File: src/sv/glpm_pkg.sv
package glpm_pkg;

  localparam int MAX_LINES_DEF    = 512;
  localparam int SERIES_CODES_DEF = 16;

  localparam int GATE_W   = 8;
  localparam int MASK_W   = 16;
  localparam int COUNT_W  = 10;
  localparam int SLOT_W   = 9;
  localparam int EN_W     = 16;
  localparam int SER_W    = 4;
  localparam int SIG_W    = 32;
  localparam int RHS_W    = 52;
  localparam int SCORE_W  = 16;
  localparam int CONF_W   = 2;
  localparam int CFG_IDX_W  = 2;
  localparam int CFG_DATA_W = 16;

  localparam int QUEUE_DEPTH = 2;
  localparam int QAW         = $clog2(QUEUE_DEPTH);

  localparam logic [CFG_IDX_W-1:0] CFG_GATE_FACTOR = 2'd0;
  localparam logic [CFG_IDX_W-1:0] CFG_SERIES_MASK = 2'd1;
  localparam logic [CFG_IDX_W-1:0] CFG_LINE_COUNT  = 2'd2;

  localparam logic ACT_LOAD  = 1'b0;
  localparam logic ACT_MATCH = 1'b1;

  localparam logic [GATE_W-1:0] GATE_FACTOR_RST = 8'd16;

  // (1000*p + 1177) / 2355 reduces to (200*p + 235) / 471
  localparam logic [7:0]  FWHM_MUL     = 8'd200;
  localparam logic [7:0]  FWHM_ROUND   = 8'd235;
  localparam logic [40:0] FWHM_RECIP   = 41'd1195222831044;
  localparam int          FWHM_SHIFT   = 49;
  localparam logic [11:0] GATE_K       = 12'd2355;
  localparam logic [29:0] GATE_D_SCALE = 30'd1048576000;

  localparam int X_W = 22;
  localparam int T_W = 28;

  localparam logic [6:0]  W_EXP       = 7'd65;
  localparam logic [4:0]  W_SQRT      = 5'd25;
  localparam logic [21:0] S_DETECTED  = 22'd393216;
  localparam logic [21:0] S_PLAIN     = 22'd327680;
  localparam logic [5:0]  SCORE_ROUND = 6'd50;
  localparam logic [22:0] RECIP_100   = 23'd5368710;
  localparam int          RECIP_SHIFT = 29;

  localparam logic [SCORE_W-1:0] CONF_HI_TH = 16'd16384;
  localparam logic [SCORE_W-1:0] CONF_LO_TH = 16'd9831;
  localparam logic [CONF_W-1:0] CONF_NONE      = 2'd0;
  localparam logic [CONF_W-1:0] CONF_TENTATIVE = 2'd1;
  localparam logic [CONF_W-1:0] CONF_SURE      = 2'd2;

  typedef struct packed {
    logic              action;
    logic [SLOT_W-1:0] slot;
    logic [EN_W-1:0]   energy;
    logic [EN_W-1:0]   yld;
    logic [SER_W-1:0]  series;
    logic [EN_W-1:0]   pe;
    logic [SIG_W-1:0]  sig;
    logic [RHS_W-1:0]  rhs;
  } cmd_t;

  typedef struct packed {
    logic [EN_W-1:0]  energy;
    logic [EN_W-1:0]  yld;
    logic [SER_W-1:0] series;
  } line_t;

  typedef struct packed {
    logic full;
    logic empty;
  } q_stat_t;

  typedef enum logic [2:0] {
    F_IDLE, F_PROD, F_SCALE, F_DIV, F_GATE, F_PUSH
  } front_state_t;

  typedef enum logic [3:0] {
    B_IDLE, B_LOAD, B_ADDR, B_CHECK, B_DIV, B_SQR, B_EXP, B_SUM, B_SCALE, B_CMP, B_DONE
  } back_state_t;

  // exp(-2^(k-16)) in q0.32
  function automatic logic [31:0] exp_coef(input logic [4:0] k);
    logic [31:0] c;
    case (k)
      5'd0:    c = 32'd4294901760;
      5'd1:    c = 32'd4294836226;
      5'd2:    c = 32'd4294705160;
      5'd3:    c = 32'd4294443040;
      5'd4:    c = 32'd4293918848;
      5'd5:    c = 32'd4292870656;
      5'd6:    c = 32'd4290775039;
      5'd7:    c = 32'd4286586875;
      5'd8:    c = 32'd4278222805;
      5'd9:    c = 32'd4261543595;
      5'd10:   c = 32'd4228380000;
      5'd11:   c = 32'd4162825044;
      5'd12:   c = 32'd4034748382;
      5'd13:   c = 32'd3790295335;
      5'd14:   c = 32'd3344923893;
      5'd15:   c = 32'd2605029347;
      5'd16:   c = 32'd1580030169;
      5'd17:   c = 32'd581260615;
      5'd18:   c = 32'd78665070;
      5'd19:   c = 32'd1440801;
      default: c = 32'd0;
    endcase
    return c;
  endfunction

endpackage

File: src/sv/glpm_front.sv
module glpm_front import glpm_pkg::*; (
  input  logic              clk,
  input  logic              rst,
  input  logic              start,
  output logic              busy,
  input  logic              action,
  input  logic [SLOT_W-1:0] entry_slot,
  input  logic [EN_W-1:0]   entry_energy,
  input  logic [EN_W-1:0]   entry_yield,
  input  logic [SER_W-1:0]  entry_series,
  input  logic [EN_W-1:0]   peak_energy,
  input  logic [EN_W-1:0]   peak_sigma,
  input  logic [EN_W-1:0]   peak_fwhm,
  input  logic [EN_W-1:0]   local_slope,
  input  logic [GATE_W-1:0] gate_factor,
  input  q_stat_t           q_stat,
  output logic              push,
  output cmd_t              push_cmd
);

  front_state_t state, state_next;
  cmd_t         cmd;
  logic [EN_W-1:0]  sg, fw, sl;
  logic [31:0]      prod;
  logic [19:0]      gfk;
  logic [39:0]      num;
  logic [1:0]       pstep;
  logic [19:0]      mx_a;
  logic [20:0]      mx_m;
  logic [40:0]      pp;
  logic [79:0]      term, acc, acc_sum;

  // reciprocal multiply in four partial products
  assign mx_a    = pstep[1] ? num[39:20] : num[19:0];
  assign mx_m    = pstep[0] ? {1'b0, FWHM_RECIP[40:21]} : FWHM_RECIP[20:0];
  assign pp      = 41'(mx_a) * 41'(mx_m);
  assign acc_sum = acc + term;

  always_comb begin
    case (pstep)
      2'd0:    term = 80'(pp);
      2'd1:    term = 80'(pp) << 21;
      2'd2:    term = 80'(pp) << 20;
      default: term = 80'(pp) << 41;
    endcase
  end

  always_comb begin
    state_next = state;
    case (state)
      F_IDLE:  if (start) state_next = F_PROD;
      F_PROD:  state_next = (cmd.action == ACT_LOAD) ? F_PUSH : F_SCALE;
      F_SCALE: state_next = (sg == '0 && fw != '0) ? F_DIV : F_GATE;
      F_DIV:   if (pstep == 2'd3) state_next = F_GATE;
      F_GATE:  state_next = F_PUSH;
      F_PUSH:  if (!q_stat.full) state_next = F_IDLE;
      default: state_next = F_IDLE;
    endcase
  end

  always_comb begin
    busy     = state != F_IDLE;
    push     = state == F_PUSH && !q_stat.full;
    push_cmd = cmd;
  end

  always_ff @(posedge clk) begin
    if (rst) begin
      state <= F_IDLE;
    end else begin
      state <= state_next;
    end
  end

  always_ff @(posedge clk) begin
    case (state)
      F_IDLE: begin
        if (start) begin
          cmd.action <= action;
          cmd.slot   <= entry_slot;
          cmd.energy <= entry_energy;
          cmd.yld    <= entry_yield;
          cmd.series <= entry_series;
          cmd.pe     <= peak_energy;
          sg <= peak_sigma;
          fw <= peak_fwhm;
          sl <= local_slope;
        end
      end
      F_PROD: begin
        prod <= 32'((sg != '0) ? sg : fw) * 32'(sl);
        gfk  <= 20'(gate_factor) * 20'(GATE_K);
      end
      F_SCALE: begin
        num     <= 40'(prod) * 40'(FWHM_MUL) + 40'(FWHM_ROUND);
        cmd.sig <= (sg != '0) ? prod : '0;
        acc     <= '0;
        pstep   <= '0;
      end
      F_DIV: begin
        acc   <= acc_sum;
        pstep <= pstep + 2'd1;
        if (pstep == 2'd3) begin
          cmd.sig <= {1'b0, acc_sum[FWHM_SHIFT+30:FWHM_SHIFT]};
        end
      end
      F_GATE: begin
        cmd.rhs <= RHS_W'(gfk) * RHS_W'(cmd.sig);
      end
      default: ;
    endcase
  end

endmodule

File: config.mk
export PLATFORM = sky130hd
export DESIGN_NAME = glpm_front
export DESIGN_NICKNAME = d
export VERILOG_FILES = /design/src/sv/glpm_pkg.sv /design/src/sv/glpm_front.sv
export SDC_FILE = /design/constraint.sdc
export NUM_CORES = 2
export LEC_CHECK = 0
export BUFFER_PORTS_ARGS = -buffer_cell sky130_fd_sc_hd__buf_2
export CAP_MARGIN = 30
export CORE_UTILIZATION = 41
export CTS_CLUSTER_SIZE = 30
export DETAILED_ROUTE_END_ITERATION = 12
export PLACE_DENSITY_LB_ADDON = 0.2
export SYNTH_ARGS = -nofsm -noshare
export SYNTH_HDL_FRONTEND = slang
export SYNTH_SLANG_ARGS = --single-unit
File: constraint.sdc
create_clock -name clk -period 13.9 [get_ports clk]
set_clock_uncertainty 0.1 [all_clocks]
set_input_delay 1.39 -clock clk [delete_from_list [all_inputs] [get_ports clk]]
set_output_delay 1.39 -clock clk [all_outputs]
set_load 0.1 [all_outputs]
== Yosys cells after proc, flatten, opt, wreduce, memory -nomap -nowiden ==
Index checks and enable logic that the tools add are counted.
Word-level totals
  word-level logic and storage cells: 64
  flip-flop bits (word level): 371
Cells by class
  multiply operators: 5
  $add $sub $neg: 3
  equal/unequal tests: 11
  reduce and logical (&&, ||, !) cells: 13
  muxes and demuxes: 15
Operator list (count)
  one-hot mux 80 bit (3 select lines): 1
  one-hot mux 80 bit (2 select lines): 1
  adder 80 bit: 1
  two-way mux 32 bit: 2
  one-hot mux 32 bit (2 select lines): 1
  multiplier 20 x 32 -> 52 bit: 1
  multiplier 20 x 21 -> 41 bit: 1
  adder 40 x 8 -> 40 bit, second input constant: 1
  multiplier 32 x 5 -> 37 bit, second input constant: 1
  multiplier 16 x 16 -> 32 bit: 1
  nonzero test 16 bit: 2
  two-way mux 21 bit: 1
  multiplier 8 x 12 -> 20 bit, second input constant: 1
  two-way mux 20 bit: 1
  one-hot mux 3 bit (6 select lines): 1
  logical NOT 16 bit: 1
  two-way mux 16 bit: 1
  two-way mux 3 bit: 5
  equality test 3 x 2 -> 1 bit, second input constant: 2
  equality test 3 bit, second input constant: 2
  inequality test 2 bit, second input constant: 3
  equality test 2 bit, second input constant: 2
  one-hot mux 2 bit (2 select lines): 1
  AND reduction 2 bit: 2
  other kinds (10): 11

== Depth between registers and ports, before layout ==
  word-level depth: 6
  mapped depth: 44
  gate-level depth less buffers: 42

== Worst setup path after synthesis ==
No wires, ideal clock.
  path type: reg2reg
  from: register pstep[1]
  to: register cmd, in the netlist push_cmd[57] (data pin)
  slack: 3.389 ns
  data arrival time: 10.157 ns
  data required time: 13.546 ns
  cell stages (with the launch flop): 38
  path through: edfxtp_1 buf_1 buf_1 mux2i_1 nor2_1 inv_1 fa_1 fa_1 fa_1 fa_1 inv_1 fa_1 fa_1 inv_1 fa_1 inv_1 ha_1 o21ai_0 [... 2 more ...] o21ai_0 a21o_1 a31oi_1 o21bai_1 a21oi_1 mux2i_1 o311ai_0 a221o_1 ha_1 clkbuf_1 nand2_1 or4_1 a211oi_1 nor3_1 o41ai_1 xnor2_1 nor2_1 a21o_1
On the way
  cells in the longest elaborated chain, start to end: 6
Ends and longest elaborated chain
  start: declaration: RTL line glpm_front.sv:27  | logic [1:0] pstep;
  start signal: assignment: RTL line glpm_front.sv:102  | pstep <= pstep + 2'd1;
  two-way mux 20 bit: RTL line glpm_front.sv:34  | assign mx_a = pstep[1] ? num[39:20] : num[19:0];
  multiplier 20 x 21 -> 41 bit: RTL line glpm_front.sv:36  | assign pp = 41'(mx_a) * 41'(mx_m);
  one-hot mux 80 bit (3 select lines) *: RTL line glpm_front.sv:40  | case (pstep)
  adder 80 bit *: RTL line glpm_front.sv:37  | assign acc_sum = acc + term;
  two-way mux 32 bit *: RTL line glpm_front.sv:103  | if (pstep == 2'd3) begin
  one-hot mux 32 bit (2 select lines) *: RTL line glpm_front.sv:76  | case (state)
  end: declaration: RTL line glpm_front.sv:22  | cmd_t cmd;
Every way passes the cells marked *; elsewhere a longest branch is shown, timed or not. The select of a mux whose other input is x is not followed.
A chain may end at the register's enable or synchronous reset.

== Worst setup path in the final report ==
  from: register pstep[1]
  to: register cmd, in the netlist push_cmd[80] (data pin)
The elaborated chain is that of the path after synthesis.

==> impl_metrics.csv <==
group,metric,value,unit
run_status,run_status,"completed",
global_route,first_global_vias,46800,
critical_path,ff2ff_path_depth,39,
cts,post_cts.repair.setup_buffers,0,
cts,cts_hold_repair.buffers,0,
critical_path,path_class,"reg -> reg",
place,gpl.final_weighted_congestion,0.881,
detailed_routing,first_iter_violations,2953,
floorplan,io_pins,271,
critical_path,max_incr_delay_on_cp,0.71,ns
sta,report.final.slew_viol_count,0,
cts,tritoncts_num_sinks,367,
cts,cts_tree,"built",
critical_path,cp_top_family,"compound AO/OA/AOI/OAI gates",
sta,final_critical_path_setup_slack,1.73,ns
yosys,synth-edff-count,364,
place,dpl_worst_slack,1.94,ns
cells_and_area,final_layout_size_suffix_gt1_frac,0.0723,
cts,root_buffer,"clkbuf_16",
detailed_routing,post-route-drc-count,0,
global_route,overflow,0,
yosys,synth_ff_type,"edfxtp_1",
hold_path,hold_path_class,"reg -> reg",
floorplan,coreArea,148000,µm²
flow_run,maxCapViolCount,0,
sta,maxClockFrequency,82.2,MHz
sta,finalWorstPathRequiredPeriod,12.17,ns
critical_path,cp.depth,39,
cts,h-tree-depth,2,
yosys,synth_area_leaders,"fa_1 (31%), edfxtp_1 (18%), ha_1 (14%), inv_1 (7.9%), nand2_1 (4.8%)",
cells_and_area,final_area,66800,µm²
cells_and_area,n_fill_cell,14300,
global_route,grt_first_pass_wirelength,264,mm
detailed_routing,route.final.wire_length,166,mm
sta,relSlewSlack,0.293,
global_route,largest_net_degree_at_the_start_of_global_routing,64,
hold_path,holdPathStages,2,
critical_path,cp_common_cell,"fa_1",
global_route,grt_util_all_layers,0.222,
floorplan,row_count,141,
critical_path,arrival,12.50,ns
sta,setup_viol_count_final,0,
cells_and_area,area_delta_synth_final,8.58,%
yosys,postSynth.asyncResetShare,0,
cts,clk_transition_reported_paths,0.06,ns
yosys,synth_warnings,0,
sta,tns,0,ns
floorplan,dieWidth,389,µm
cts,cts_repair_resize_count,0,
cts,clk_path_buf_depth,3,
cells_and_area,fin_nets,8403,
yosys,synth_cell_types,106,
critical_path,end_kind,"flip-flop",
sta,rsz_0062_raised_after_global_routing,"false",
sta,part_of_the_cycle_the_worst_path_needs,0.875,
detailed_routing,route.detailed.wl_per_inst,19.1,µm
critical_path,regToRegSetupSlack,1.73,ns
detailed_routing,routed-via-count,44900,
detailed_routing,post_drt_via_cell_ratio,5.19,
cts,clock_buffers_created_by_tritoncts,51,
detailed_routing,drtAntennaViolNets,0,
critical_path,critPathBufInv,7,
floorplan,start_util,0.415,
sta,worst_slew_pin_slew,1.06,ns
floorplan,die_area,152000,µm²
sta,finalHoldViolations,0,
yosys,syn_avg_cell_area,9.51,µm²
detailed_routing,drtPass1Iterations,7,
yosys,synthesis.instances,6473,
critical_path,critical_path.slowest_cell,"o31ai_1",
place,dpl-instance-area,65000,µm²
yosys,synth_seq_cells,367,
floorplan,vertical_extent_of_the_die,389,µm
place,placement.io_buffers,269,
place,detailedPlacementHpwl,132,mm
critical_path,worstPathRequired,14.24,ns
yosys,yosys.area.top_type,"fa_1",
global_route,antenna_found_initial,12,
yosys,synth.cell_area,61600,µm²
cts,clock_insertion_delay_worst_skew,0.69,ns
critical_path,cp-start-kind,"flip-flop",
yosys,synth_seq_area_share,0.179,
yosys,post-synth-top-area-fraction,0.314,
critical_path,path_max_fanout,20,
-- sequential cells by signal (all words and copies together) (netlist names) --
name,cells
prod,32
pstep,2
fw,16
sg,16
num,37
gfk,20
state,3
sl,16
acc,79
push_cmd,146
-- logic make-up (layout without fill, tap and decap cells) --
kind of cell,count (synthesis),in the layout,synth area share
AOI/OAI and AO/OA,867,867,0.0939
xor gates and xnor gates,257,257,0.0368
buffers and inverters,1563,1721,0.0958
and+or+nand+nor,1724,1724,0.134
DFF,367,367,0.179
adders and majority gates,1670,1670,0.457
other,2,25,0.000122
muxes,23,23,0.00376
-- worst min-delay path: cells and delay by family, from the launching register on --
kind             cells  cell delay, ns
flip-flops           1            0.37
AO/OA/AOI/OAI        1            0.06
AND/OR/NAND/NOR      1            0.12
-- per-layer routing --
metal | track usage | wire [µm] | vias up
li1 | - | - | 21000
met1 | 0.306 | 75100 | 22500
met2 | 0.365 | 76600 | 1222
met3 | 0.0327 | 9570 | 211
met4 | 0.0581 | 4170 | 18
met5 | 0 | 108 | -
-- final timing paths --
path,from,to
worst max-delay path,pstep[1]$_SDFFCE_PN0P_,push_cmd[80]$_DFFE_PP_
worst min-delay path,state[2]$_SDFFE_PP0P_,state[2]$_SDFFE_PP0P_
worst max register to register,pstep[1]$_SDFFCE_PN0P_,push_cmd[80]$_DFFE_PP_
worst min register to register,state[2]$_SDFFE_PP0P_,state[2]$_SDFFE_PP0P_
-- stage by stage --
| step | hold slack [ns] | std cells | util |
|---|---|---|---|
| 2_1_floorplan | 0.436 | 6492 | - |
| 3_3_place_gp | 0.489 | 8553 | 0.438 |
| 3_5_place_dp | 0.492 | 8557 | 0.438 |
| 4_1_cts | 0.504 | 8650 | 0.450 |
| 5_1_grt | 0.557 | 8653 | 0.450 |
| 6_report | 0.505 | 8656 | 0.451 |
-- layout make-up --
type                    count  area [µm²]  area share
repair buffers            338        1940      0.0291
flip-flops and latches    367       11000       0.164
clock inverters            37         468     0.00700
clock buffers              56        1290      0.0194
diodes                      4        10.0    0.000150
multi-input cells        4562       44800       0.670
inverters                1290        4840      0.0725
well taps                2002        2500      0.0375
-- cell usage after synthesis (all sizes together), types with 33 or more instances --
cell type,number
nor2,238
inv,1290
xor2,87
ha,703
and2,373
o21bai,43
nand4,53
nand2,790
fa,967
a21oi,257
nand3,52
a21o,150
o21ai,149
edfxtp,364
xnor2,169
clkbuf,254
a31oi,33
nor3,59
-- cell usage in the layout, fill, tap and decap left out, drive strengths merged, types with 10 or more instances in the layout --
cell type / instances
and2: 373
a21boi: 13
nor4: 21
xnor2: 169
buf: 338
fa: 967
o21ai: 149
a22o: 16
a21o: 150
a21oi: 257
nand3: 52
o21a: 29
ha: 703
a31oi: 33
xor2: 87
a211oi: 19
nand4: 53
o31ai: 11
or2: 12
o21bai: 43
nand2: 790
clkbuf: 56
o2111ai: 10
nor2: 238
edfxtp: 364
o221ai: 18
clkinv: 18
mux2i: 22
and3: 27
nor2b: 20
nor3: 59
inv: 1293
nand2b: 31
conb: 21
o211ai: 21
a221oi: 27
Power is left out: the tool's default activity adds up to more than one toggle a clock period on the data nets, which glitch-free logic cannot reach.
