File: config.mk
export PLATFORM = sky130hd
export DESIGN_NAME = glpm_queue
export DESIGN_NICKNAME = d
export VERILOG_FILES = /design/src/sv/glpm_pkg.sv /design/src/sv/glpm_queue.sv
export SDC_FILE = /design/constraint.sdc
export NUM_CORES = 1
export LEC_CHECK = 0
export CORE_MARGIN = 1
export CORE_UTILIZATION = 35
export CTS_CLUSTER_DIAMETER = 150
export DETAILED_ROUTE_END_ITERATION = 16
export DONT_BUFFER_PORTS = 1
export PLACE_DENSITY = 0.59
export SYNTH_ARGS = -nofsm -noshare
export SYNTH_HDL_FRONTEND = slang
export SYNTH_SLANG_ARGS = --single-unit
File: constraint.sdc
create_clock -name clk -period 7.9 [get_ports clk]
set_input_delay 1.185 -clock clk [delete_from_list [all_inputs] [get_ports clk]]
set_output_delay 1.185 -clock clk [all_outputs]
set_load 0.005 [all_outputs]
File: src/sv/glpm_pkg.sv
package glpm_pkg;

  localparam int MAX_LINES_DEF    = 512;
  localparam int SERIES_CODES_DEF = 16;

  localparam int GATE_W   = 8;
  localparam int MASK_W   = 16;
  localparam int COUNT_W  = 10;
  localparam int SLOT_W   = 9;
  localparam int EN_W     = 16;
  localparam int SER_W    = 4;
  localparam int SIG_W    = 32;
  localparam int RHS_W    = 52;
  localparam int SCORE_W  = 16;
  localparam int CONF_W   = 2;
  localparam int CFG_IDX_W  = 2;
  localparam int CFG_DATA_W = 16;

  localparam int QUEUE_DEPTH = 2;
  localparam int QAW         = $clog2(QUEUE_DEPTH);

  localparam logic [CFG_IDX_W-1:0] CFG_GATE_FACTOR = 2'd0;
  localparam logic [CFG_IDX_W-1:0] CFG_SERIES_MASK = 2'd1;
  localparam logic [CFG_IDX_W-1:0] CFG_LINE_COUNT  = 2'd2;

  localparam logic ACT_LOAD  = 1'b0;
  localparam logic ACT_MATCH = 1'b1;

  localparam logic [GATE_W-1:0] GATE_FACTOR_RST = 8'd16;

  // (1000*p + 1177) / 2355 reduces to (200*p + 235) / 471
  localparam logic [7:0]  FWHM_MUL     = 8'd200;
  localparam logic [7:0]  FWHM_ROUND   = 8'd235;
  localparam logic [40:0] FWHM_RECIP   = 41'd1195222831044;
  localparam int          FWHM_SHIFT   = 49;
  localparam logic [11:0] GATE_K       = 12'd2355;
  localparam logic [29:0] GATE_D_SCALE = 30'd1048576000;

  localparam int X_W = 22;
  localparam int T_W = 28;

  localparam logic [6:0]  W_EXP       = 7'd65;
  localparam logic [4:0]  W_SQRT      = 5'd25;
  localparam logic [21:0] S_DETECTED  = 22'd393216;
  localparam logic [21:0] S_PLAIN     = 22'd327680;
  localparam logic [5:0]  SCORE_ROUND = 6'd50;
  localparam logic [22:0] RECIP_100   = 23'd5368710;
  localparam int          RECIP_SHIFT = 29;

  localparam logic [SCORE_W-1:0] CONF_HI_TH = 16'd16384;
  localparam logic [SCORE_W-1:0] CONF_LO_TH = 16'd9831;
  localparam logic [CONF_W-1:0] CONF_NONE      = 2'd0;
  localparam logic [CONF_W-1:0] CONF_TENTATIVE = 2'd1;
  localparam logic [CONF_W-1:0] CONF_SURE      = 2'd2;

  typedef struct packed {
    logic              action;
    logic [SLOT_W-1:0] slot;
    logic [EN_W-1:0]   energy;
    logic [EN_W-1:0]   yld;
    logic [SER_W-1:0]  series;
    logic [EN_W-1:0]   pe;
    logic [SIG_W-1:0]  sig;
    logic [RHS_W-1:0]  rhs;
  } cmd_t;

  typedef struct packed {
    logic [EN_W-1:0]  energy;
    logic [EN_W-1:0]  yld;
    logic [SER_W-1:0] series;
  } line_t;

  typedef struct packed {
    logic full;
    logic empty;
  } q_stat_t;

  typedef enum logic [2:0] {
    F_IDLE, F_PROD, F_SCALE, F_DIV, F_GATE, F_PUSH
  } front_state_t;

  typedef enum logic [3:0] {
    B_IDLE, B_LOAD, B_ADDR, B_CHECK, B_DIV, B_SQR, B_EXP, B_SUM, B_SCALE, B_CMP, B_DONE
  } back_state_t;

  // exp(-2^(k-16)) in q0.32
  function automatic logic [31:0] exp_coef(input logic [4:0] k);
    logic [31:0] c;
    case (k)
      5'd0:    c = 32'd4294901760;
      5'd1:    c = 32'd4294836226;
      5'd2:    c = 32'd4294705160;
      5'd3:    c = 32'd4294443040;
      5'd4:    c = 32'd4293918848;
      5'd5:    c = 32'd4292870656;
      5'd6:    c = 32'd4290775039;
      5'd7:    c = 32'd4286586875;
      5'd8:    c = 32'd4278222805;
      5'd9:    c = 32'd4261543595;
      5'd10:   c = 32'd4228380000;
      5'd11:   c = 32'd4162825044;
      5'd12:   c = 32'd4034748382;
      5'd13:   c = 32'd3790295335;
      5'd14:   c = 32'd3344923893;
      5'd15:   c = 32'd2605029347;
      5'd16:   c = 32'd1580030169;
      5'd17:   c = 32'd581260615;
      5'd18:   c = 32'd78665070;
      5'd19:   c = 32'd1440801;
      default: c = 32'd0;
    endcase
    return c;
  endfunction

endpackage

File: src/sv/glpm_queue.sv
module glpm_queue import glpm_pkg::*; (
  input  logic    clk,
  input  logic    rst,
  input  logic    push,
  input  cmd_t    push_cmd,
  input  logic    pop,
  output cmd_t    pop_cmd,
  output q_stat_t q_stat
);

  cmd_t           slots [QUEUE_DEPTH];
  logic [QAW-1:0] wptr, rptr;
  logic [QAW:0]   count;

  assign q_stat.full  = count == (QAW+1)'(QUEUE_DEPTH);
  assign q_stat.empty = count == '0;
  assign pop_cmd      = slots[rptr];

  always_ff @(posedge clk) begin
    if (rst) begin
      wptr  <= '0;
      rptr  <= '0;
      count <= '0;
    end else begin
      if (push) wptr <= wptr + 1'b1;
      if (pop)  rptr <= rptr + 1'b1;
      count <= count + (QAW+1)'(push) - (QAW+1)'(pop);
    end
  end

  always_ff @(posedge clk) begin
    if (push) slots[wptr] <= push_cmd;
  end

`ifndef ASSERT_OFF
  a_no_overflow: assert property (@(posedge clk) disable iff (rst) push |-> !q_stat.full)
    else $error("request pushed into full queue");
  a_no_underflow: assert property (@(posedge clk) disable iff (rst) pop |-> !q_stat.empty)
    else $error("request popped from empty queue");
  a_count_step: assert property (@(posedge clk) disable iff (rst)
      (push && !pop) |=> count == $past(count) + 1'b1)
    else $error("queue count lost a request");
`endif

endmodule

After elaboration in Yosys (flattened, before gate mapping)
Memories as Yosys holds them, arrays and structs flattened. A register that Yosys moved wholly into a read port is not among the register bits.
Cells that the tools add are included.
- RAM bits: 292
- output and inout port bits: 148
- flip-flop bits (word level): 4
- input port bits: 150
- memories: 1
- word-level logic and storage cells: 14
- eq/ne operators: 1
- reductions and logical operators: 1
- multiplexer cells: 4
- add/subtract/negate cells: 4
- memory list (name ; words ; width ; rd ports ; clocked after Yosys merged registers in ; write ports ; line ; source):
    slots ; 2 ; 146 ; 1 ; 1 ; 1 ; glpm_queue.sv:11 ; cmd_t slots [QUEUE_DEPTH];
- operator list (cell ; count):
    2-to-1 mux 1 bit ; 4
    adder 1 bit (second input constant) ; 2
    adder 2 x 1 -> 2 bit ; 1
    == test 2 bit (second input constant) ; 1
    logical NOT 2 bit ; 1
    subtractor 2 x 1 -> 2 bit ; 1

Depth between registers and ports, before layout
Gate-level depths: netlist (run 1).
- depth in word-level cells: 3
- gate-level depth with buffers: 6
- mapped depth without buffers: 6

Least setup slack after synthesis (run 1)
No wires, ideal clock.
- kind: in2reg
- start: input push
- end: memory slots[0][0] (netlist name), enable pin
- arrival: 7502 ps
- cell stages on the path: 1
- path slack: -273 ps
- required time: 7229 ps
- setup time: 671 ps
- path through: nor2b_1
- word-level cells in the longest chain between the ends: 2
- ends and longest elaborated chain (what ; line ; source):
    start: declaration ; glpm_queue.sv:4 ; input logic push,
    2-to-1 mux 1 bit ; glpm_queue.sv:32 ; if (push) slots[wptr] <= push_cmd;
    2-to-1 mux 1 bit (implied by the code) ; glpm_queue.sv:32 ;
    end: declaration ; glpm_queue.sv:11 ;
No other way between the ends.

==> results of run 1 <==
[report_power, final]
part / switching, mW / total, mW / internal, mW / leakage, nW
Combinational: 0.117 / 0.211 / 0.0944 / 0.631
Clock: 0.559 / 1.37 / 0.807 / 0.468
Sequential: 0.0347 / 1.88 / 1.84 / 2.78
[cells in the final DEF (no fill, tap or decap)]
cell / count
mux2_2: 146
xnor2_1: 2
clkinv_2: 7
edfxtp_1: 292
clkbuf_1: 3
inv_6: 1
nor2b_1: 2
nor2_1: 5
and2_4: 1
buf_4: 4
inv_1: 2
clkinv_1: 2
clkbuf_16: 31
xnor3_1: 1
clkinv_4: 1
clkinvlp_4: 3
dfxtp_4: 1
ha_1: 2
bufinv_16: 3
dfxtp_1: 4
nor2b_4: 1
[how the worst max path moves through the flow]
stage | to | from | slack [ns] | cells past startpoint
after floorplan | slots[0][0]$_DFFE_PP_ | push | 2.47 | 1
after global placement | pop_cmd[141] | flip-flop | 4.35 | 2
after detailed placement | pop_cmd[141] | flip-flop | 4.28 | 2
after CTS | pop_cmd[141] | flip-flop | 3.67 | 2
after global routing | pop_cmd[141] | flip-flop | 3.55 | 2
final | pop_cmd[141] | flip-flop | 3.75 | 2
[metal layers]
layer	GRT usage	routed length [um]	up-vias
met4	0.0484	728	0
li1	-	-	1917
met1	0.112	6350	2129
met3	0.0581	2540	44
met5	0	0	-
met2	0.191	9470	206
[kinds of logic (layout without fill, tap and decap cells)]
family                     after synthesis  in the layout  share of synthesized area
buffers and inverters                   18             57                     0.0196
DFF                                    297            297                      0.819
muxes                                  146            146                      0.152
and+or+nand+nor                          9              9                    0.00404
xor gates and xnor gates                 3              3                    0.00370
adders and majority gates                2              2                    0.00231
[through the flow]
stage / setup slack [ns] / power [mW] / hold WS, ns / std cells
2_1_floorplan: 2.47 / 2.09 / 0.480 / 475
3_3_place_gp: 4.35 / 2.12 / 0.514 / 859
3_5_place_dp: 4.28 / 2.13 / 0.513 / 859
4_1_cts: 3.67 / 3.51 / 0.530 / 910
5_1_grt: 3.55 / 3.57 / 0.570 / 910
6_report: 3.75 / 3.46 / 0.520 / 910
[worst max-delay path, delay by kind of cell, from the launching register on]
family | cells | cell delay, ns
buf+inv | 1 | 0.88
flops | 1 | 0.89
mux | 1 | 0.46
[synthesized netlist by cell type]
cell,n
edfxtp_1,292
mux2_2,146
clkbuf_8,10
buf_6,6
dfxtp_1,5
nor2_1,5
nor2b_1,3
ha_1,2
inv_1,2
xnor2_1,2
and2_1,1
xnor3_1,1
[flip-flops by register name, summed over array words and instances, names as in the netlist, named ones only]
register	flops
count	2
rptr	1
wptr	1
slots	292
[final cells by class]
cell class / instances / area [um^2]
Clock buffer: 34 / 787
Clock inverter: 17 / 173
Fill cell: 2681 / 18400
Inverter: 2 / 7.51
Multi-Input combinational cell: 160 / 1760
Sequential cell: 297 / 8870
Tap cell: 396 / 495
Timing Repair Buffer: 4 / 30.0
==> impl_results.rst, run 1 <==
.. list-table::
   :header-rows: 1

   * - Metric
     - Value
   * - Status
     - finished, final reports clean
   * - Via count of the first global-routing pass
     - 4486
   * - Source of the worst hold timing path
     - rptr$_SDFFE_PP0P_
   * - Min-Delay Path Class
     - flip-flop to flip-flop
   * - Nets in the synthesized netlist
     - 627
   * - IO Count
     - 298
   * - Peak VDD IR
     - 0.178 mV
   * - Sequential fraction of the synthesis area
     - 0.819
   * - Source-to-sink clock delay at the later pin of the worst-skew pair
     - 0.54 ns
   * - Number of warnings issued by yosys
     - 0
   * - Die outline height
     - 178 um
   * - Pin count of the biggest net entering global routing
     - 81
   * - H-tree depth
     - 1
   * - Data required time of the worst path
     - 6.71 ns
   * - Detailed-route vias per instance
     - 4.72
   * - Average size of a mapped cell
     - 22.8 um^2
   * - RR Startpoint
     - wptr$_SDFFE_PP0P_
   * - Register-to-register path setup slack
     - 5.24 ns
   * - Critical path capture point type
     - output pin
   * - Worst-path maximum fanout
     - 80
   * - Count of routing violations after the opening detailed-route iteration
     - 214
   * - Critical path data arrival time
     - 2.97 ns
   * - Final worst path period need
     - 4.15 ns
   * - Total standard cell area after synthesis
     - 10800 um^2
   * - Critical-path top delay cell
     - dfxtp_4
   * - Detailed Place HPWL
     - 12500 um
   * - CTS Hold Buffers Added
     - 0
   * - DRC viols
     - 0
   * - CTS-repair resized insts
     - 0
   * - R2r endpoint
     - slots[1][114]$_DFFE_PP_
   * - Number of core rows
     - 64
   * - Total wirelength of the detailed-routed design
     - 19100 um
   * - Starting utilization of the core area
     - 0.355
   * - Slowest Stage Delay on Critical Path
     - 0.89 ns
   * - RSZ-0062 raised after global routing
     - no
   * - Number of CTS-inserted buffers
     - 30
   * - Placer's final routability congestion estimate
     - 0.767
   * - Area post-placement
     - 11200 um^2
   * - Post-route ant nets
     - 0
   * - Final design area excluding fillers
     - 12100 um^2
   * - Post-layout nets
     - 647
   * - Leftover overflow at the end of global routing
     - 0
   * - Root buffer cell
     - clkbuf_16
   * - Count of different cell masters after synthesis
     - 12
   * - Gate Count Post-Synth
     - 475
   * - Clock slew seen by the registers of the worst setup and hold paths
     - 0.06 ns
   * - #FFs+latches synth
     - 297
   * - Pwr/cell area
     - 285 nW/um^2
   * - Maxcap violations
     - 0
   * - Vias after detailed routing
     - 4296
   * - Worst hold path cell count
     - 2
   * - Critical path start-end classification
     - flip-flop to output pin
   * - Initial DRT Pass Iterations
     - 4
   * - Slew Limit Fails
     - 0
   * - Hold Violations, Final
     - 0
   * - Largest buffer count on any clock path
     - 3
   * - Top cell type by total area after synthesis
     - edfxtp_1
   * - # port buffers
     - 0
   * - Floorplan die width
     - 178 um
   * - Share of the clock period used by the worst path after layout
     - 0.526
   * - Reg2reg path depth
     - 2
   * - Count of buffers added by post-CTS timing repair for setup
     - 0
   * - Worst setup skew after layout
     - 0.00705 ns
   * - Area delta synth->final
     - 11.9%
   * - Startpoint types
     - flip-flop
   * - Post-Route Utilization
     - 0.398
   * - Clock tree from TritonCTS
     - done
   * - Total negative slack
     - 0 ns
   * - Area contributors post-synth
     - edfxtp_1 (81%), mux2_2 (15%), clkbuf_8 (1.3%)
   * - Highest clock frequency the design can meet
     - 241 MHz
   * - Clock sinks
     - 297
   * - Share of post-route cells with drive strength above 1
     - 0.387
   * - Leakage power
     - 3.88 nW
   * - Routed WL per cell
     - 21.0 um
   * - Number of antenna violations at the first check in global routing
     - 0
   * - Core area
     - 30500 um^2
   * - Number of endpoints failing setup at the final stage
     - 0
   * - Area share of the leading cell type in the synthesized netlist
     - 0.809
   * - Global router's overall resource usage
     - 0.111
   * - Actual transition at the worst max-transition pin
     - 1.03 ns
   * - Overall die area
     - 31700 um^2
   * - First-pass GRT wire length
     - 26400 um
   * - Antenna diode count
     - 0
   * - Remaining max-slew budget at the tightest pin
     - 0.310
   * - Crit path cell chain
     - buf_4 > mux2_2
Power figures use the tool's default switching activity.
==> run 2, diff against run 1 <==
--- a/config.mk
+++ b/config.mk
@@ -5,12 +5,13 @@
 export SDC_FILE = /design/constraint.sdc
 export NUM_CORES = 1
 export LEC_CHECK = 0
+export ABC_AREA = 1
 export CORE_MARGIN = 1
 export CORE_UTILIZATION = 35
 export CTS_CLUSTER_DIAMETER = 150
 export DETAILED_ROUTE_END_ITERATION = 16
 export DONT_BUFFER_PORTS = 1
-export PLACE_DENSITY = 0.59
+export PLACE_DENSITY = 0.57
 export SYNTH_ARGS = -nofsm -noshare
 export SYNTH_HDL_FRONTEND = slang
 export SYNTH_SLANG_ARGS = --single-unit
==> constraint.sdc (replaced) <==
create_clock -name clk -period 4 [get_ports clk]
set_input_delay 0.6 -clock clk [delete_from_list [all_inputs] [get_ports clk]]
set_output_delay 0.6 -clock clk [all_outputs]
set_load 0.005 [all_outputs]
==> run 2 against run 1 <==
Synthesized area barely moved; utilization hardly changed; power up 92%; clock skew is 0.00078 ns lower; clock power is 88% higher; sequential cell count is the same; final cell count increased by 1.1%; first-iteration DRC count increased by 4.2%; critical path depth unchanged; critical endpoint is now pop_cmd[118]; largest cell class unchanged.
==> impl_results.rst, run 2 <==
.. list-table::
   :header-rows: 1

   * - Metric
     - Value
   * - Status
     - finished, final reports clean
   * - Combinational fraction of design power
     - 0.060 (about the same)
   * - Pwr/cell area
     - 547 nW/um^2 (+92%)
   * - Detailed Place HPWL
     - 12200 um (-2.2%)
   * - #FFs+latches synth
     - 297 (unchanged)
   * - Initial DRT Pass Iterations
     - 4 (unchanged)
   * - Source-to-sink clock delay at the later pin of the worst-skew pair
     - 0.54 ns (about the same)
   * - Area share of the leading cell type in the synthesized netlist
     - 0.809 (about the same)
   * - Number of CTS-inserted buffers
     - 31 (+3.3%)
   * - Core area
     - 30500 um^2 (unchanged)
   * - Via count of the first global-routing pass
     - 4549 (+1.4%)
   * - Largest register FFs
     - 292 (unchanged)
   * - Peak VDD IR
     - 0.357 mV (+100%)
   * - Top cell type by total area after synthesis
     - edfxtp_1
   * - Number of endpoints failing setup at the final stage
     - 0 (unchanged)
   * - # port buffers
     - 0 (unchanged)
   * - Number of synthesized flops with an enable pin
     - 292 (unchanged)
   * - Highest clock frequency the design can meet
     - 359 MHz
   * - Antenna diode count
     - 0 (unchanged)
   * - Area contributors post-synth
     - edfxtp_1 (81%), mux2_2 (15%), clkbuf_8 (1.3%)
   * - Min-Delay Path Class
     - primary input to flip-flop
   * - Data required time of the worst path
     - 3.40 ns (-3.31 ns)
   * - Routed WL per cell
     - 20.5 um (-2.5%)
   * - Number of core rows
     - 64 (unchanged)
   * - Part of the total power dissipated in sequential elements
     - 0.552 (+0.009)
   * - Number of warnings issued by yosys
     - 0 (unchanged)
   * - Kind of cell adding the most delay to the critical path
     - flip-flops
   * - Critical path capture point type
     - output pin
   * - Worst-path maximum fanout
     - 44 (-45%)
   * - Post-route ant nets
     - 0 (unchanged)
   * - Most used flip-flop cell after synthesis
     - edfxtp_1
   * - Clock tree from TritonCTS
     - done
   * - Overall die area
     - 31700 um^2 (about the same)
   * - Leakage power
     - 3.90 nW (+0.43%)
   * - DRC viols
     - 0 (unchanged)
   * - Maxcap violations
     - 0 (unchanged)
   * - Clock sinks
     - 297 (unchanged)
   * - First-pass GRT wire length
     - 26100 um (-1.0%)
   * - Pin count of the biggest net entering global routing
     - 147 (+81%)
   * - Number of antenna violations at the first check in global routing
     - 0 (unchanged)
   * - Remaining max-slew budget at the tightest pin
     - 0.444 (+0.134)
   * - Nets in the synthesized netlist
     - 637 (+1.6%)
   * - Floorplan die width
     - 178 um (about the same)
   * - Actual transition at the worst max-transition pin
     - 0.834 ns (-0.201 ns)
   * - Sequential fraction of the synthesis area
     - 0.818 (about the same)
   * - Count of buffers added by post-CTS timing repair for setup
     - 0 (unchanged)
   * - Share of post-route cells with drive strength above 1
     - 0.374 (-0.0131)
   * - Count of different cell masters after synthesis
     - 13 (+1)
   * - Die outline height
     - 178 um (about the same)
   * - Leftover overflow at the end of global routing
     - 0 (unchanged)
   * - Switching fraction of total power
     - 0.201 (-0.00494)
   * - Switching component of the power
     - 1.33 mW (+87%)
   * - Most frequent cells after synthesis
     - edfxtp_1 (292), mux2_2 (146), clkbuf_8 (10), inv_1 (8), nor2_1 (8)
   * - H-tree depth
     - 1 (unchanged)
   * - Vias after detailed routing
     - 4334 (+0.88%)
   * - Clock slew seen by the registers of the worst setup and hold paths
     - 0.06 ns (about the same)
   * - Commonest non-fill, non-tap cell in the layout
     - edfxtp_1
   * - Critical path data arrival time
     - 2.19 ns (-0.78 ns)
   * - Critical-path top delay cell
     - dfxtp_4
   * - Startpoint types
     - flip-flop
   * - Top-count cell post-synth
     - edfxtp_1
   * - Hold Violations, Final
     - 0 (unchanged)
   * - Share of the clock period used by the worst path after layout
     - 0.697
   * - Total standard cell area after synthesis
     - 10800 um^2 (about the same)
   * - Post-layout nets
     - 659 (+1.9%)
   * - Most frequent cells in the layout
     - edfxtp_1 (292), mux2_2 (146), clkbuf_16 (31)
   * - Placer's final routability congestion estimate
     - 0.689 (-10%)
   * - Critical path start-end classification
     - flip-flop to output pin
   * - Crit path cell chain
     - buf_4 > mux2_2
   * - Setup WS post-layout
     - 1.21 ns (-2.54 ns)
   * - Average size of a mapped cell
     - 22.4 um^2 (-2.0%)
   * - Root buffer cell
     - clkbuf_16
   * - Share of flip-flops with an asynchronous set or reset
     - 0 (unchanged)
   * - Largest buffer count on any clock path
     - 3 (unchanged)
   * - Gate Count Post-Synth
     - 485 (+2.1%)
   * - IO Count
     - 298 (unchanged)
   * - Worst setup skew after layout
     - 0.00626 ns (-0.000784 ns)
   * - Detailed-route vias per instance
     - 4.71 (-0.21%)
   * - Count of routing violations after the opening detailed-route iteration
     - 223 (+4.2%)
   * - Slowest Stage Delay on Critical Path
     - 0.73 ns (-0.16 ns)
   * - Total negative slack
     - 0 ns (unchanged)
   * - Global router's overall resource usage
     - 0.110 (-0.00175)
   * - Largest register by flop count
     - slots
   * - Power share of the clock group
     - 0.388 (-0.008)
   * - Area delta synth->final
     - 12.0% (about the same)
   * - Biggest regs
     - slots (292), count (2)
   * - Final worst path period need
     - 2.79 ns
   * - Minimum setup slack after placement
     - 1.74 ns (-2.54 ns)
   * - Buffers and inverters on the worst path
     - 1 (unchanged)
   * - Starting utilization of the core area
     - 0.355 (about the same)
   * - CTS Hold Buffers Added
     - 0 (unchanged)
   * - RSZ-0062 raised after global routing
     - no
   * - Total wirelength of the detailed-routed design
     - 18800 um (-1.4%)
   * - CTS-repair resized insts
     - 0 (unchanged)
   * - Slew Limit Fails
     - 0 (unchanged)
   * - Internal power contribution
     - 5.30 mW (+93%)
-- run 2: worst reg2reg max path: cells and delay by family, from the launching register on --
kind / cells / cell delay (ns)
and+or+nand+nor: 1 / 0.13
buffers and inverters: 2 / 0.89
DFF: 1 / 0.39
-- run 2: final timing paths --
kind / start / end / slack, ns / cells past startpoint
min reg2reg: wptr$_SDFFE_PP0P_ / wptr$_SDFFE_PP0P_ / 0.55 / 2
max reg2reg: wptr$_SDFFE_PP0P_ / slots[1][14]$_DFFE_PP_ / 2.19 / 3
min: rst / flip-flop / 0.13 / 1
max: flip-flop / pop_cmd[118] / 1.21 / 2
-- run 2: layer usage --
metal | routed length (um) | vias to the layer above | track usage
met2 | 9490 | 215 | 0.195
met5 | 0 | - | 0
li1 | - | 1950 | -
met3 | 2160 | 35 | 0.0473
met4 | 591 | 0 | 0.0392
met1 | 6580 | 2134 | 0.114
-- run 2: area by class of cell --
cell class / count / area [um^2]
Clock buffer: 33 / 783
Clock inverter: 17 / 133
Fill cell: 2679 / 18400
Inverter: 8 / 35.0
Multi-Input combinational cell: 164 / 1750
Sequential cell: 297 / 8870
Tap cell: 396 / 495
Timing Repair Buffer: 5 / 75.1
-- run 2: per-stage QoR --
stage | total power [mW] | hold WS (ns) | instances | cell area, um^2 | utilization
CTS | 6.73 | 0.0994 | 920 | 12100 | 0.398
global placement | 4.12 | 0.499 | 870 | 11200 | 0.368
finish | 6.63 | 0.125 | 920 | 12100 | 0.398
detailed placement | 4.14 | 0.540 | 870 | 11200 | 0.368
global route | 6.87 | 0.0974 | 920 | 12100 | 0.398
floorplan | 4.07 | 0.480 | 485 | 10800 | -
-- run 2: kinds of logic (layout without fill, tap and decap cells) --
logic type | after synthesis | in the layout | synth area share
xor+xnor | 1 | 1 | 0.000808
simple gates | 14 | 14 | 0.00508
compound gates | 1 | 1 | 0.000461
flops | 297 | 297 | 0.818
fa+ha+maj | 2 | 2 | 0.00231
mux | 146 | 146 | 0.152
buf+inv | 24 | 63 | 0.0217
-- run 2: power groups by stage --
stage	sequential, mW	clock [mW]	combinational [mW]
finish	3.66	2.57	0.395
global route	3.68	2.76	0.428
CTS	3.67	2.66	0.410
detailed placement	3.73	0	0.407
global placement	3.72	0	0.398
floorplan	3.71	0	0.357
==> run 3, diff against run 2 <==
--- a/config.mk
+++ b/config.mk
@@ -5,7 +5,7 @@
 export SDC_FILE = /design/constraint.sdc
 export NUM_CORES = 1
 export LEC_CHECK = 0
-export ABC_AREA = 1
+export ABC_AREA = 0
 export CORE_MARGIN = 1
 export CORE_UTILIZATION = 35
 export CTS_CLUSTER_DIAMETER = 150
==> constraint.sdc (replaced) <==
create_clock -name clk -period 2.75 [get_ports clk]
set_input_delay 0.4125 -clock clk [delete_from_list [all_inputs] [get_ports clk]]
set_output_delay 0.4125 -clock clk [all_outputs]
set_load 0.005 [all_outputs]
==> run 3 against run 2 <==
First-iteration DRC count is 8.1% lower; sequential cell count stayed put; clock skew is 0.011 ns higher; utilization is 5.3 points higher; final cell count is 16% higher; critical path type unchanged; via count is 14% higher.
==> impl_results.rst, run 3 (same netlist as run 1, synthesis figures left out) <==
.. list-table::
   :header-rows: 1

   * - Metric
     - Value
   * - Status
     - finished, final reports clean
   * - Area delta synth->final
     - 27.0%
   * - Commonest non-fill, non-tap cell in the layout
     - edfxtp_1
   * - Pin count of the biggest net entering global routing
     - 77 (-48%)
   * - Die outline height
     - 178 um (about the same)
   * - Count of placed standard cells in the final layout, fillers left out
     - 1066 (+16%)
   * - Worst setup skew after layout
     - 0.0176 ns (+0.0114 ns)
   * - RSZ-0062 raised after global routing
     - no
   * - Number of CTS-inserted buffers
     - 30 (-3.2%)
   * - Vias after detailed routing
     - 4929 (+14%)
   * - Hold Violations, Final
     - 0 (unchanged)
   * - First-pass GRT wire length
     - 28300 um (+8.2%)
   * - Final worst path period need
     - 2.27 ns
   * - Maxcap violations
     - 0 (unchanged)
   * - Critical path data arrival time
     - 1.86 ns (-0.33 ns)
   * - Largest buffer count on any clock path
     - 3 (unchanged)
   * - Number of antenna violations at the first check in global routing
     - 1 (+1)
   * - Root buffer cell
     - clkbuf_16
   * - Remaining max-slew budget at the tightest pin
     - 0.600 (+0.157)
   * - Clock slew seen by the registers of the worst setup and hold paths
     - 0.06 ns (about the same)
   * - Data required time of the worst path
     - 2.34 ns (-1.06 ns)
   * - Biggest regs
     - slots (292), count (2)
   * - RR Startpoint
     - wptr$_SDFFE_PP0P_
   * - Core area
     - 30500 um^2 (unchanged)
   * - Slowest Stage Delay on Critical Path
     - 0.49 ns (-0.24 ns)
   * - Critical path start-end classification
     - flip-flop to output pin
   * - Detailed-route vias per instance
     - 4.62 (-1.8%)
   * - Clock sinks
     - 297 (unchanged)
   * - Critical-path top delay cell
     - buf_4
   * - Peak VDD IR
     - 0.475 mV (+33%)
   * - Count of buffers added by post-CTS timing repair for setup
     - 0 (unchanged)
   * - Slew Limit Fails
     - 0 (unchanged)
   * - Leakage power
     - 4.57 nW (+17%)
   * - Post-layout nets
     - 799 (+21%)
   * - Post-route ant nets
     - 0 (unchanged)
   * - Via count of the first global-routing pass
     - 5197 (+14%)
   * - IO Count
     - 298 (unchanged)
   * - Actual transition at the worst max-transition pin
     - 0.599 ns (-0.235 ns)
   * - Most frequent cells in the layout
     - edfxtp_1 (292), dlygate4sd3_1 (148), mux2_2 (146)
   * - Leftover overflow at the end of global routing
     - 0 (unchanged)
   * - H-tree depth
     - 1 (unchanged)
   * - Count of routing violations after the opening detailed-route iteration
     - 205 (-8.1%)
   * - Register-to-register path setup slack
     - 1.12 ns (-1.07 ns)
   * - Worst-path maximum fanout
     - 47 (+6.8%)
   * - Pwr/cell area
     - 751 nW/um^2 (+37%)
   * - # port buffers
     - 0 (unchanged)
   * - Min-Delay Path Class
     - primary input to flip-flop
   * - Number of core rows
     - 64 (unchanged)
   * - Share of post-route cells with drive strength above 1
     - 0.300 (-0.0736)
   * - Source-to-sink clock delay at the later pin of the worst-skew pair
     - 0.55 ns (about the same)
   * - Number of cells in the design after placement
     - 863 (-0.80%)
   * - R2r endpoint
     - slots[1][79]$_DFFE_PP_
   * - Number of endpoints failing setup at the final stage
     - 0 (unchanged)
   * - Initial DRT Pass Iterations
     - 4 (unchanged)
   * - Routed WL per cell
     - 18.7 um (-8.7%)
   * - DRC viols
     - 0 (unchanged)
   * - Starting utilization of the core area
     - 0.355 (about the same)
   * - Placer's final routability congestion estimate
     - 0.728 (+5.6%)
   * - Total wirelength of the detailed-routed design
     - 19900 um (+5.8%)
   * - Global router's overall resource usage
     - 0.116 (+0.00683)
   * - Overall die area
     - 31700 um^2 (about the same)
   * - Clock tree from TritonCTS
     - done
   * - Share of the clock period used by the worst path after layout
     - 0.825
   * - Startpoint types
     - flip-flop
   * - Critical path capture point type
     - output pin
   * - Reg2reg path depth
     - 2 (-1)
   * - Largest register by flop count
     - slots
   * - Floorplan die width
     - 178 um (about the same)
   * - Total power of the final layout
     - 10.3 mW (+56%)
   * - Highest clock frequency the design can meet
     - 441 MHz
   * - Detailed Place HPWL
     - 12500 um (+2.5%)
   * - Timing endpoint of the critical path
     - pop_cmd[89]
   * - Largest register FFs
     - 292 (unchanged)
   * - Crit path cell chain
     - buf_4 > mux2_2
[run 3: cell types whose count changed in the layout (fill, tap and decap cells not counted), sizes merged, moves of 3 or more]
cell and change:
dlygate4sd3 +148, nor2b +3, clkbuf +10, nand2 -4
buf +3, clkinv -7, nor2 -3, inv -5
[run 3: area by class of cell]
cell class / count / area, um^2
multi-input combinational: 160 / 1760
clock buffer: 43 / 861
clock inverter: 11 / 156
timing repair buffer: 156 / 1600
tap: 396 / 495
inverter: 2 / 7.51
antenna: 1 / 2.50
fill: 2552 / 16700
sequential: 297 / 8870
[run 3: critical path: cells and delay by family (launching register included)]
kind	cells	cell delay, ns
buffers and inverters	1	0.49
muxes	1	0.43
DFF	1	0.37
[run 3: timing repair]
action	4_1_cts	5_1_grt
endpoints found under the hold margin	297	0
gates resized for setup	0	0
hold buffers	148	0
[run 3: worst min path at each step]
stage	to	from	slack (ns)	depth (start not counted)
floorplan	flip-flop	rptr$_SDFFE_PP0P_	0.48	2
global placement	count[0]$_SDFF_PP0_	rst	0.49	1
detailed placement	count[1]$_SDFF_PP0_	rst	0.49	1
CTS	rptr$_SDFFE_PP0P_	pop	0.001	2
global route	rptr$_SDFFE_PP0P_	pop	0.05	2
finish	rptr$_SDFFE_PP0P_	pop	0.04	2
[run 3: stage by stage]
stage / cell area, um^2 / worst slack, ns / setup TNS (ns) / util / hold WS [ns]
3_3_place_gp: 11300 / 1.07 / 0 / 0.369 / 0.486
6_report: 13800 / 0.480 / 0 / 0.451 / 0.0379
5_1_grt: 13800 / 0.384 / 0 / 0.451 / 0.0464
3_5_place_dp: 11300 / 1.02 / 0 / 0.369 / 0.489
2_1_floorplan: 10800 / -0.287 / -41.89 / - / 0.480
4_1_cts: 13800 / 0.430 / 0 / 0.451 / 0.00111
[run 3: power by group]
group / switching [mW] / total (mW) / internal [mW]
Clock: 1.57 / 4.10 / 2.53
Combinational: 0.439 / 0.872 / 0.433
Sequential: 0.0687 / 5.36 / 5.29
Total: 2.08 / 10.3 / 8.25
[run 3: metal layers]
layer	vias to the layer above	GRT usage	wire (um)
met5	-	0	0
met4	0	0.0420	490
met3	34	0.0448	2110
met2	214	0.204	10000
met1	2450	0.128	7270
li1	2231	-	-
